--- src/hdl/fnpll_pkg.sv ---
package fnpll_pkg;

  localparam int REF_W    = 28;
  localparam int CNT_W    = 10;
  localparam int TGT_W    = 33;
  localparam int PFD_W    = 29;
  localparam int EXP_W    = 3;
  localparam int INT_W    = 16;
  localparam int FRAC_W   = 12;
  localparam int STAT_W   = 2;
  localparam int STEP_W   = 6;

  localparam int MAX_DIV_EXP_DEF = 6;

  localparam logic [TGT_W-1:0] VCO_MIN   = 33'd2200000000;
  localparam logic [PFD_W-1:0] PFD_LIMIT = 29'd32000000;
  localparam logic [INT_W-1:0] INT_MAX   = 16'hffff;

  localparam logic [REF_W-1:0] REF_FREQ_RST    = 28'd25000000;
  localparam logic [CNT_W-1:0] REF_COUNTER_RST = 10'd256;

  // register indexes on the configuration port
  localparam logic [1:0] REG_REF_FREQ    = 2'd0;
  localparam logic [1:0] REG_REF_DOUBLER = 2'd1;
  localparam logic [1:0] REG_REF_HALVER  = 2'd2;
  localparam logic [1:0] REG_REF_COUNTER = 2'd3;

  localparam logic [STAT_W-1:0] STAT_OK        = 2'd0;
  localparam logic [STAT_W-1:0] STAT_BELOW     = 2'd1;
  localparam logic [STAT_W-1:0] STAT_ZERO_PFD  = 2'd2;
  localparam logic [STAT_W-1:0] STAT_INT_OVF   = 2'd3;

  // quotient bits produced by each division pass
  localparam logic [STEP_W-1:0] PFD_STEPS  = 6'd29;
  localparam logic [STEP_W-1:0] QUO_STEPS  = 6'd33;
  localparam logic [STEP_W-1:0] FRAC_STEPS = 6'd12;

  typedef struct packed {
    logic              start;
    logic [STEP_W-1:0] steps;
  } div_ctl_t;

endpackage

--- src/hdl/fnpll_div.sv ---
// Restoring divider, one quotient bit per cycle. The dividend is loaded
// MSB-aligned; quotient bits enter at the bottom of the same register.
module fnpll_div
  import fnpll_pkg::*;
(
  input  logic             clk,
  input  logic             rst_n,
  input  div_ctl_t         ctl,
  input  logic [TGT_W-1:0] dividend,
  input  logic [PFD_W-1:0] divisor,
  input  logic [PFD_W-1:0] rem_init,
  output logic             busy,
  output logic [TGT_W-1:0] quot,
  output logic [PFD_W-1:0] rem
);

  logic [STEP_W-1:0] cnt_r, cnt_nxt;
  logic [TGT_W-1:0]  q_r, q_nxt;
  logic [PFD_W-1:0]  p_r, p_nxt;
  logic [PFD_W-1:0]  d_r, d_nxt;

  logic [PFD_W:0] trial;
  logic [PFD_W:0] diff;
  logic           ge;

  assign trial = {p_r, q_r[TGT_W-1]};
  assign ge    = trial >= {1'b0, d_r};
  assign diff  = trial - {1'b0, d_r};

  always_comb begin
    cnt_nxt = cnt_r;
    q_nxt   = q_r;
    p_nxt   = p_r;
    d_nxt   = d_r;
    if (ctl.start) begin
      cnt_nxt = ctl.steps;
      q_nxt   = dividend;
      p_nxt   = rem_init;
      d_nxt   = divisor;
    end else if (cnt_r != '0) begin
      cnt_nxt = cnt_r - 1'b1;
      q_nxt   = {q_r[TGT_W-2:0], ge};
      p_nxt   = ge ? diff[PFD_W-1:0] : trial[PFD_W-1:0];
    end
  end

  always_ff @(posedge clk) begin
    if (!rst_n) begin
      cnt_r <= '0;
    end else begin
      cnt_r <= cnt_nxt;
    end
    q_r <= q_nxt;
    p_r <= p_nxt;
    d_r <= d_nxt;
  end

  assign busy = cnt_r != '0;
  assign quot = q_r;
  assign rem  = p_r;

endmodule

--- src/hdl/frac_n_pll_divider_calc_top.sv ---
// Channel | Direction | Signals
// in      | input     | in_valid, in_ready, in_target_freq
// out     | output    | out_valid, out_ready, out_div_exponent ... out_status
// cfg     | input     | cfg_valid, cfg_ready, cfg_index, cfg_data
//
// One word runs the PFD division, then the integer divider and then the fraction,
// all through one bit-serial divider; a zero PFD or an integer overflow ends it
// early. The exponent search runs during the PFD pass.
// Reset loads the reference defaults and empties the output register.
// A finished word waits in the output register; the next word is taken meanwhile.
module frac_n_pll_divider_calc_top
  import fnpll_pkg::*;
#(
  parameter int MAX_DIV_EXP = MAX_DIV_EXP_DEF
) (
  input  logic              clk,
  input  logic              rst_n,
  input  logic              in_valid,
  output logic              in_ready,
  input  logic [TGT_W-1:0]  in_target_freq,
  output logic              out_valid,
  input  logic              out_ready,
  output logic [EXP_W-1:0]  out_div_exponent,
  output logic [TGT_W-1:0]  out_vco_hz,
  output logic [INT_W-1:0]  out_int_part,
  output logic [FRAC_W-1:0] out_frac_part,
  output logic [PFD_W-1:0]  out_pfd_hz,
  output logic              out_pfd_over_limit,
  output logic [STAT_W-1:0] out_status,
  input  logic              cfg_valid,
  output logic              cfg_ready,
  input  logic [1:0]        cfg_index,
  input  logic [REF_W-1:0]  cfg_data
);

  typedef enum logic [4:0] {
    S_IDLE = 5'b00001,
    S_PFD  = 5'b00010,
    S_QUO  = 5'b00100,
    S_FRAC = 5'b01000,
    S_DONE = 5'b10000
  } state_t;

  state_t state_r, state_nxt;

  logic [REF_W-1:0] ref_freq_r;
  logic             ref_doubler_r;
  logic             ref_halver_r;
  logic [CNT_W-1:0] ref_counter_r;

  logic [TGT_W-1:0]  vco_r, vco_nxt;
  logic [EXP_W-1:0]  k_r, k_nxt;
  logic [PFD_W-1:0]  pfd_r, pfd_nxt;
  logic [INT_W-1:0]  int_r, int_nxt;
  logic [FRAC_W-1:0] frac_r, frac_nxt;
  logic              ovf_r, ovf_nxt;

  logic              out_valid_r;
  logic [EXP_W-1:0]  o_exp_r;
  logic [TGT_W-1:0]  o_vco_r;
  logic [INT_W-1:0]  o_int_r;
  logic [FRAC_W-1:0] o_frac_r;
  logic [PFD_W-1:0]  o_pfd_r;
  logic              o_over_r;
  logic [STAT_W-1:0] o_stat_r;

  div_ctl_t         div_ctl;
  logic [TGT_W-1:0] div_dividend;
  logic [PFD_W-1:0] div_divisor;
  logic [PFD_W-1:0] div_rem_init;
  logic             div_busy;
  logic [TGT_W-1:0] div_quot;
  logic [PFD_W-1:0] div_rem;

  logic [PFD_W-1:0]          ref_dbl;
  logic [PFD_W-1:0]          ref_eff;
  logic                      r_zero;
  logic                      vco_low;
  logic                      vco_shift;
  logic [PFD_W-1:0]          pfd_new;
  logic [PFD_W+FRAC_W-1:0]   frac_num;
  logic                      out_free;
  logic [STAT_W-1:0]         status;

  fnpll_div u_div (
    .clk      (clk),
    .rst_n    (rst_n),
    .ctl      (div_ctl),
    .dividend (div_dividend),
    .divisor  (div_divisor),
    .rem_init (div_rem_init),
    .busy     (div_busy),
    .quot     (div_quot),
    .rem      (div_rem)
  );

  assign ref_dbl   = ref_doubler_r ? {ref_freq_r, 1'b0} : {1'b0, ref_freq_r};
  assign ref_eff   = ref_halver_r ? (ref_dbl >> 1) : ref_dbl;
  assign r_zero    = ref_counter_r == '0;
  assign vco_low   = vco_r < VCO_MIN;
  assign vco_shift = vco_low && (k_r < EXP_W'(MAX_DIV_EXP));
  assign pfd_new   = r_zero ? '0 : div_quot[PFD_W-1:0];
  // remainder times 4095 as a shift and subtract
  assign frac_num  = {div_rem, {FRAC_W{1'b0}}} - {{FRAC_W{1'b0}}, div_rem};
  assign out_free  = !out_valid_r || out_ready;

  always_comb begin
    if (pfd_r == '0) begin
      status = STAT_ZERO_PFD;
    end else if (vco_low) begin
      status = STAT_BELOW;
    end else if (ovf_r) begin
      status = STAT_INT_OVF;
    end else begin
      status = STAT_OK;
    end
  end

  always_comb begin
    state_nxt    = state_r;
    vco_nxt      = vco_r;
    k_nxt        = k_r;
    pfd_nxt      = pfd_r;
    int_nxt      = int_r;
    frac_nxt     = frac_r;
    ovf_nxt      = ovf_r;
    div_ctl      = '{start: 1'b0, steps: PFD_STEPS};
    div_dividend = {ref_eff, {(TGT_W-PFD_W){1'b0}}};
    div_divisor  = {{(PFD_W-CNT_W){1'b0}}, ref_counter_r};
    div_rem_init = '0;
    case (state_r)
      S_IDLE: begin
        if (in_valid) begin
          vco_nxt       = in_target_freq;
          k_nxt         = '0;
          int_nxt       = '0;
          frac_nxt      = '0;
          ovf_nxt       = 1'b0;
          div_ctl.start = !r_zero;
          state_nxt     = S_PFD;
        end
      end
      S_PFD: begin
        if (vco_shift) begin
          vco_nxt = {vco_r[TGT_W-2:0], 1'b0};
          k_nxt   = k_r + 1'b1;
        end else if (!div_busy) begin
          pfd_nxt = pfd_new;
          if (pfd_new != '0) begin
            div_ctl      = '{start: 1'b1, steps: QUO_STEPS};
            div_dividend = vco_r;
            div_divisor  = pfd_new;
            state_nxt    = S_QUO;
          end else begin
            state_nxt = S_DONE;
          end
        end
      end
      S_QUO: begin
        if (!div_busy) begin
          if (div_quot[TGT_W-1:INT_W] != '0) begin
            int_nxt   = INT_MAX;
            ovf_nxt   = 1'b1;
            state_nxt = S_DONE;
          end else begin
            int_nxt      = div_quot[INT_W-1:0];
            div_ctl      = '{start: 1'b1, steps: FRAC_STEPS};
            div_dividend = {frac_num[FRAC_W-1:0], {(TGT_W-FRAC_W){1'b0}}};
            div_divisor  = pfd_r;
            div_rem_init = frac_num[PFD_W+FRAC_W-1:FRAC_W];
            state_nxt    = S_FRAC;
          end
        end
      end
      S_FRAC: begin
        if (!div_busy) begin
          frac_nxt  = div_quot[FRAC_W-1:0];
          state_nxt = S_DONE;
        end
      end
      S_DONE: begin
        if (out_free) begin
          state_nxt = S_IDLE;
        end
      end
      default: begin
        state_nxt = S_IDLE;
      end
    endcase
  end

  always_ff @(posedge clk) begin
    if (!rst_n) begin
      state_r       <= S_IDLE;
      out_valid_r   <= 1'b0;
      ref_freq_r    <= REF_FREQ_RST;
      ref_doubler_r <= 1'b0;
      ref_halver_r  <= 1'b0;
      ref_counter_r <= REF_COUNTER_RST;
    end else begin
      state_r <= state_nxt;
      if (state_r == S_DONE && out_free) begin
        out_valid_r <= 1'b1;
      end else if (out_ready) begin
        out_valid_r <= 1'b0;
      end
      if (cfg_valid) begin
        case (cfg_index)
          REG_REF_FREQ:    ref_freq_r    <= cfg_data;
          REG_REF_DOUBLER: ref_doubler_r <= cfg_data[0];
          REG_REF_HALVER:  ref_halver_r  <= cfg_data[0];
          REG_REF_COUNTER: ref_counter_r <= cfg_data[CNT_W-1:0];
          default: begin
          end
        endcase
      end
    end
    vco_r  <= vco_nxt;
    k_r    <= k_nxt;
    pfd_r  <= pfd_nxt;
    int_r  <= int_nxt;
    frac_r <= frac_nxt;
    ovf_r  <= ovf_nxt;
    // hold the word until it is taken
    if (state_r == S_DONE && out_free) begin
      o_exp_r  <= k_r;
      o_vco_r  <= vco_r;
      o_int_r  <= int_r;
      o_frac_r <= frac_r;
      o_pfd_r  <= pfd_r;
      o_over_r <= pfd_r > PFD_LIMIT;
      o_stat_r <= status;
    end
  end

  assign in_ready           = state_r == S_IDLE;
  assign cfg_ready          = 1'b1;
  assign out_valid          = out_valid_r;
  assign out_div_exponent   = o_exp_r;
  assign out_vco_hz         = o_vco_r;
  assign out_int_part       = o_int_r;
  assign out_frac_part      = o_frac_r;
  assign out_pfd_hz         = o_pfd_r;
  assign out_pfd_over_limit = o_over_r;
  assign out_status         = o_stat_r;

endmodule
--- config.mk ---
export PLATFORM = sky130hd
export DESIGN_NAME = frac_n_pll_divider_calc_top
export DESIGN_NICKNAME = d
export VERILOG_FILES = /design/src/hdl/fnpll_pkg.sv /design/src/hdl/fnpll_div.sv /design/src/hdl/frac_n_pll_divider_calc_top.sv
export SDC_FILE = /design/constraint.sdc
export NUM_CORES = 1
export LEC_CHECK = 0
export BUFFER_PORTS_ARGS = -buffer_cell sky130_fd_sc_hd__buf_4
export CORE_MARGIN = 2
export CORE_UTILIZATION = 51
export DETAILED_ROUTE_END_ITERATION = 10
export PLACE_DENSITY = 0.8
export SLEW_MARGIN = 20
export SYNTH_ARGS = -nofsm -noshare
export SYNTH_HDL_FRONTEND = slang
export SYNTH_SLANG_ARGS = --single-unit
--- constraint.sdc ---
create_clock -name clk -period 7.9 [get_ports clk]
set_input_delay 0.79 -clock clk [delete_from_list [all_inputs] [get_ports clk]]
set_output_delay 0.79 -clock clk [all_outputs]
set_load 0.01 [all_outputs]
# Word-level counts from Yosys, hierarchy flattened
# Index checks and enable logic that the tools add are counted.
# word_totals
output_inout_bits	99
in_bits	68
regBits	333
word_cells	138
# op_classes
add_sub_neg	4
bitwise_logic	2
n_eq_ne	16
mux	63
reduce_logical	26
order_cmp	4
# ops
op	count
2-to-1 mux 29 bit	14
2-to-1 mux 33 bit	9
one-hot mux 33 bit (2 select lines)	2
one-hot mux 29 bit (2 select lines)	1
2-to-1 mux 16 bit	3
subtractor 41 x 29 -> 41 bit	1
2-to-1 mux 5 bit	8
2-to-1 mux 7 bit	5
less-than comparator 33 x 32 -> 1 bit, second input constant	1
one-hot mux 16 bit (2 select lines)	1
>= comparator 30 x 29 -> 1 bit	1
greater-than comparator 29 x 25 -> 1 bit, second input constant	1
zero test 29 bit	1
nonzero test 29 bit	1
subtractor 29 bit	1
one-hot mux 5 bit (5 select lines)	1
2-to-1 mux 12 bit	2
one-hot mux 12 bit (2 select lines)	1
nonzero test 17 bit	1
!= test 2 bit, second input constant	8
2-to-1 mux 6 bit	2
one-hot mux 6 bit (2 select lines)	1
AND reduction 3 bit	4
zero test 10 bit	1
other kinds (26)	44

# Longest topological paths before layout
# depth
depth_word	8
mapped_depth	13
ltp_nobuf	12

# Hierarchy
# A second synthesis with hierarchy kept.
# hier_totals
cells_unflattened	1680
area_unflattened_um2	17614.4
# modules_own_cells
mod	cells_each	n_inst	seq_area_each_um2	area_each_um2
frac_n_pll_divider_calc_top	1154	1	6626.4	11688.7
fnpll_div	526	1	2852.7	5925.7

# Worst setup path after synthesis
# OpenSTA, ideal clock, no wires.
# synth_path
path_kind	input -> register
start	input out_ready
end	register o_exp_r[0], in the netlist out_div_exponent[0], enable pin
cell_stages	2
n_path_buf	0
required_time_ps	7338
path_slack_ps	2170
t_arrival_ps	5168
cell_sequence	nand2b_1 > nor2b_1
# synth_between
elab_chain_len	2
# synth_rtl
item	line_no	source
start: declaration	frac_n_pll_divider_calc_top.sv:22	input logic out_ready,
logical OR 1 bit	frac_n_pll_divider_calc_top.sv:105	assign out_free = !out_valid_r || out_ready;
logical AND 1 bit	frac_n_pll_divider_calc_top.sv:225	if (state_r == S_DONE && out_free) begin
end signal: assignment	frac_n_pll_divider_calc_top.sv:226	o_exp_r <= k_r;
end: declaration	frac_n_pll_divider_calc_top.sv:59	logic [EXP_W-1:0] o_exp_r;
# Every way passes these cells.
# A chain may end at the register's enable or synchronous reset.

# Worst setup path in the final report
# layout_path
start	register ref_counter_r[3]
end	register u_div.p_r[27], in the netlist u_div.rem[27], data pin
# layout_between
elab_chain_len	8
word_cells_on_any_way	10
# layout_rtl
item	line_no	source
start: declaration	frac_n_pll_divider_calc_top.sv:49	logic [CNT_W-1:0] ref_counter_r;
start signal: assignment	frac_n_pll_divider_calc_top.sv:212	REG_REF_COUNTER: ref_counter_r <= cfg_data[CNT_W-1:0];
zero test 10 bit (*)	frac_n_pll_divider_calc_top.sv:99	assign r_zero = ref_counter_r == '0;
2-to-1 mux 29 bit	frac_n_pll_divider_calc_top.sv:102	assign pfd_new = r_zero ? '0 : div_quot[PFD_W-1:0];
nonzero test 29 bit	frac_n_pll_divider_calc_top.sv:149	if (pfd_new != '0) begin
2-to-1 mux 7 bit	frac_n_pll_divider_calc_top.sv:149	
2-to-1 mux 7 bit	frac_n_pll_divider_calc_top.sv:147	end else if (!div_busy) begin
2-to-1 mux 7 bit	frac_n_pll_divider_calc_top.sv:144	if (vco_shift) begin
one-hot mux 1 bit (3 select lines) (*)	frac_n_pll_divider_calc_top.sv:131	case (state_r)
2-to-1 mux 29 bit (*)	fnpll_div.sv:35	if (ctl.start) begin
via u_div.p_nxt[27]	fnpll_div.sv:19	logic [PFD_W-1:0] p_r, p_nxt;
end signal: assignment	fnpll_div.sv:54	p_r <= p_nxt;
end: declaration	fnpll_div.sv:19	
# Mark *: on every way through the listed nets, which the timed path passes. The rest lies on a longest branch.

==> metrics.yaml <==
sta:
  period_share_pct: 58.11
  rsz0062_at_grt: "false"
  slew_violations: 0
  setup_viol: 0
  max_freq_mhz: 217.8
  tns_ns: 0
  hold_viol: 0
  max_slew_margin_pct: 31.93
  clock_skew_ns: 0.01446
  worst_pin_slew_ns: 1.018
  finalCriticalPeriod_ns: 4.591
route:
  drc: 0
  vias: 13422
  wl_per_cell_microns: 19.89
  drtIter0Drc: 1620
  drt_wl_total_microns: 44820
  first_pass_iters: 6
  avgViaCountPerCell: 5.957
  ant_nets: 0
floorplan:
  floorplan.initialDensity_pct: 51.33
  die_y_microns: 187.0
  fp.coreArea_sq_mm: 0.03328
  placementRows: 67
  io-pin-count: 167
  die-width_microns: 187.0
  die_area_sq_mm: 0.03498
clocking:
  htree_levels: 2
  cts.sinks: 333
  cts_tree: "built"
  cts_setup_buffers: 0
  numCtsBuffers: 35
  clk_latency_ns: 0.53
  cts-resized-gates: 0
  cts_buffer_depth: 3
  clk_pin_slew_ns: 0.06
  hold_buffers: 0
  cts_root_buf: "clkbuf_16"
global_routing:
  grt_max_degree: 68
  grt.total_usage_pct: 25.17
  grt_first_pass_wirelength_microns: 69920
  antenna_found_initial: 0
  grt_pass1_vias: 12578
  gr-total-overflow: 0
flow_run:
  cap_violations: 0
logic_synthesis:
  synth-main-ff-cell: "edfxtp_1"
  syn_area_sq_mm: 0.01708
  seq_area_frac_synth_pct: 55.49
  synthCells: 1638
  synth_seq_cells: 333
  synth_nets: 1756
  synth.distinct_cells: 74
  ys.warnings.count: 0
  postSynthAreaPerCell_sq_um: 10.43
  synth_edf_count: 281
  synth_async_sr_flop_share_pct: 0
worst_setup_path:
  crit_start: "ref_counter_r[3]"
  timing.rr.end: "u_div.rem[27]"
  r2r_slack_ns: 3.31
  end_kind: "flop"
  r2r_start: "ref_counter_r[3]"
  critPathLaunchType: "flop"
  crit_type: "reg2reg"
  critPathArrivalTime_ns: 4.94
  crit_fanout: 50
  critPathCapture: "u_div.rem[27]"
  rr_worst_depth: 12
  crit_required_ns: 8.24
finish:
  fill_cells: 2666
  drive_gt1_share_pct: 14.18
  finalInstanceArea_sq_mm: 0.01984
  syn2layout_area_growth_pct: 16.13
  final_core_util_pct: 59.61
  n_antenna_cell: 0
  fin_nets: 1898
power:
  switching_share_pct: 37.49
  power_frac_seq_pct: 38.9
  cellPowerDensity_mw_per_mm2: 342.3
  max-vdd-ir-drop_mv: 0.1588
  clock_power_share_pct: 23.0
  power.leakage_nw: 8.029
  intPower_mw: 4.245
  power_mw: 6.790
  power_frac_comb_pct: 38.2
  p_sw_mw: 2.546
outcome:
  status: "complete, no violations"
place:
  postPlaceCellArea_sq_mm: 0.01876
  dp_hpwl_microns: 32110
  numPortBuffers: 165
  gp_congestion: 0.9762
hold_path:
  hp-class: "reg2reg"
-- layer usage --
layer	global-route usage, %	up-vias	part of all wire [%]	routed length [microns]
li1	-	6204	-	-
met1	36.79	6362	42	18820
met2	38.85	766	45	20210
met3	4.315	90	10	4602
met4	6.990	0	2.6	1187
met5	0	-	0	0
-- final cells by class --
class | instances | area [sq um] | share of cell area, %
inverter | 66 | 247.7 | 1.249
timing repair buffer | 183 | 1386 | 6.988
multi-input combinational | 1161 | 7088 | 35.73
tap | 448 | 560.5 | 2.825
clock buffer | 48 | 944.7 | 4.762
clock inverter | 14 | 132.6 | 0.6685
sequential | 333 | 9479 | 47.78
-- synthesized netlist by cell type (19+ instances only) --
cell	count	area share, %
and3_1	19	0.70
inv_1	64	1.4
xnor2_1	35	1.8
a21oi_1	97	2.8
a22o_1	20	1.0
o21ai_0	52	1.5
mux2i_1	68	4.0
ha_1	49	3.6
edfxtp_1	281	49
a21boi_0	31	1.4
o22ai_1	27	0.99
nand3_1	39	1.1
nand2_1	283	6.2
xor2_1	26	1.3
and2_1	49	1.8
nor3_1	30	0.88
clkbuf_1	58	1.3
dfxtp_1	52	6.1
nor2_1	135	3.0
nor4_1	23	0.84
-- stage by stage --
step	hold slack (ns)	setup slack, ns	std cells
4_1_cts	0.4170	3.442	2253
6_report	0.4154	3.309	2253
5_1_grt	0.4238	3.064	2253
2_1_floorplan	0.4003	2.170	1638
3_5_place_dp	0.4045	3.495	2191
3_3_place_gp	0.4063	3.752	2190
-- worst min-delay path by stage --
stage,start,end,slack [ns],depth (start not counted)
3_3_place_gp,int_r[0],out_int_part[0],0.41,0
2_1_floorplan,frac_r[0],out_frac_part[0],0.40,0
4_1_cts,frac_r[9],out_frac_part[9],0.42,0
6_report,int_r[8],out_int_part[8],0.42,0
5_1_grt,int_r[8],out_int_part[8],0.42,0
3_5_place_dp,frac_r[4],out_frac_part[4],0.40,0
-- logic make-up after synthesis --
logic type	after synthesis	share of synthesized area (%)
flops	333	55.49
mux	72	4.248
xor+xnor	61	3.127
other cells	1	0.02195
buf+inv	144	3.310
compound gates	342	13.15
simple gates	635	16.95
fa+ha+maj	50	3.706
-- registers in the layout, summed over array words and instances (netlist names), 2 cells and up --
signal	count
out_frac_part	12
out_div_exponent	3
u_div.cnt_r	6
u_div.quot	33
out_vco_hz	33
pfd_r	29
vco_r	33
out_int_part	16
out_pfd_hz	29
frac_r	12
k_r	3
int_r	16
out_status	2
u_div.d_r	29
state_r	5
ref_freq_r	28
ref_counter_r	10
u_div.rem	29
-- cells in the final DEF, fill, tap and decap left out, types with 11 or more instances in the layout --
cell	instances
nand2_1	282
edfxtp_1	281
buf_4	182
nor2_1	133
a21oi_1	97
mux2i_1	68
inv_1	64
o21ai_0	52
dfxtp_1	52
and2_1	49
ha_1	49
nand3_1	38
xnor2_1	35
clkbuf_16	35
a21boi_0	31
nor3_1	30
o22ai_1	27
xor2_1	26
nor4_1	23
a22o_1	20
and3_1	19
a21o_1	16
a22oi_1	11
clkbuf_1	11
-- worst max-delay path, cell delays in order, from the launching register on --
cell and delay (ns):
dfxtp_1 0.32, nor4_1 0.30, nand3_1 0.74, o21ai_0 0.53
nor2_1 0.14, o211a_1 0.14, buf_4 0.25, nor3_4 0.15
buf_4 0.45, inv_2 0.35, buf_4 0.42, or2_1 0.33
o211ai_1 0.24
-- power groups by stage --
| stage | combinational (mW) | sequential (mW) | clock [mW] |
|---|---|---|---|
| floorplan | 2.01 | 2.53 | 0 |
| CTS | 2.55 | 2.63 | 1.58 |
| finish | 2.59 | 2.64 | 1.56 |
| global placement | 2.46 | 2.65 | 0 |
| detailed placement | 2.53 | 2.66 | 0 |
| global route | 2.86 | 2.67 | 1.64 |
(Power assumes the default switching activity.)
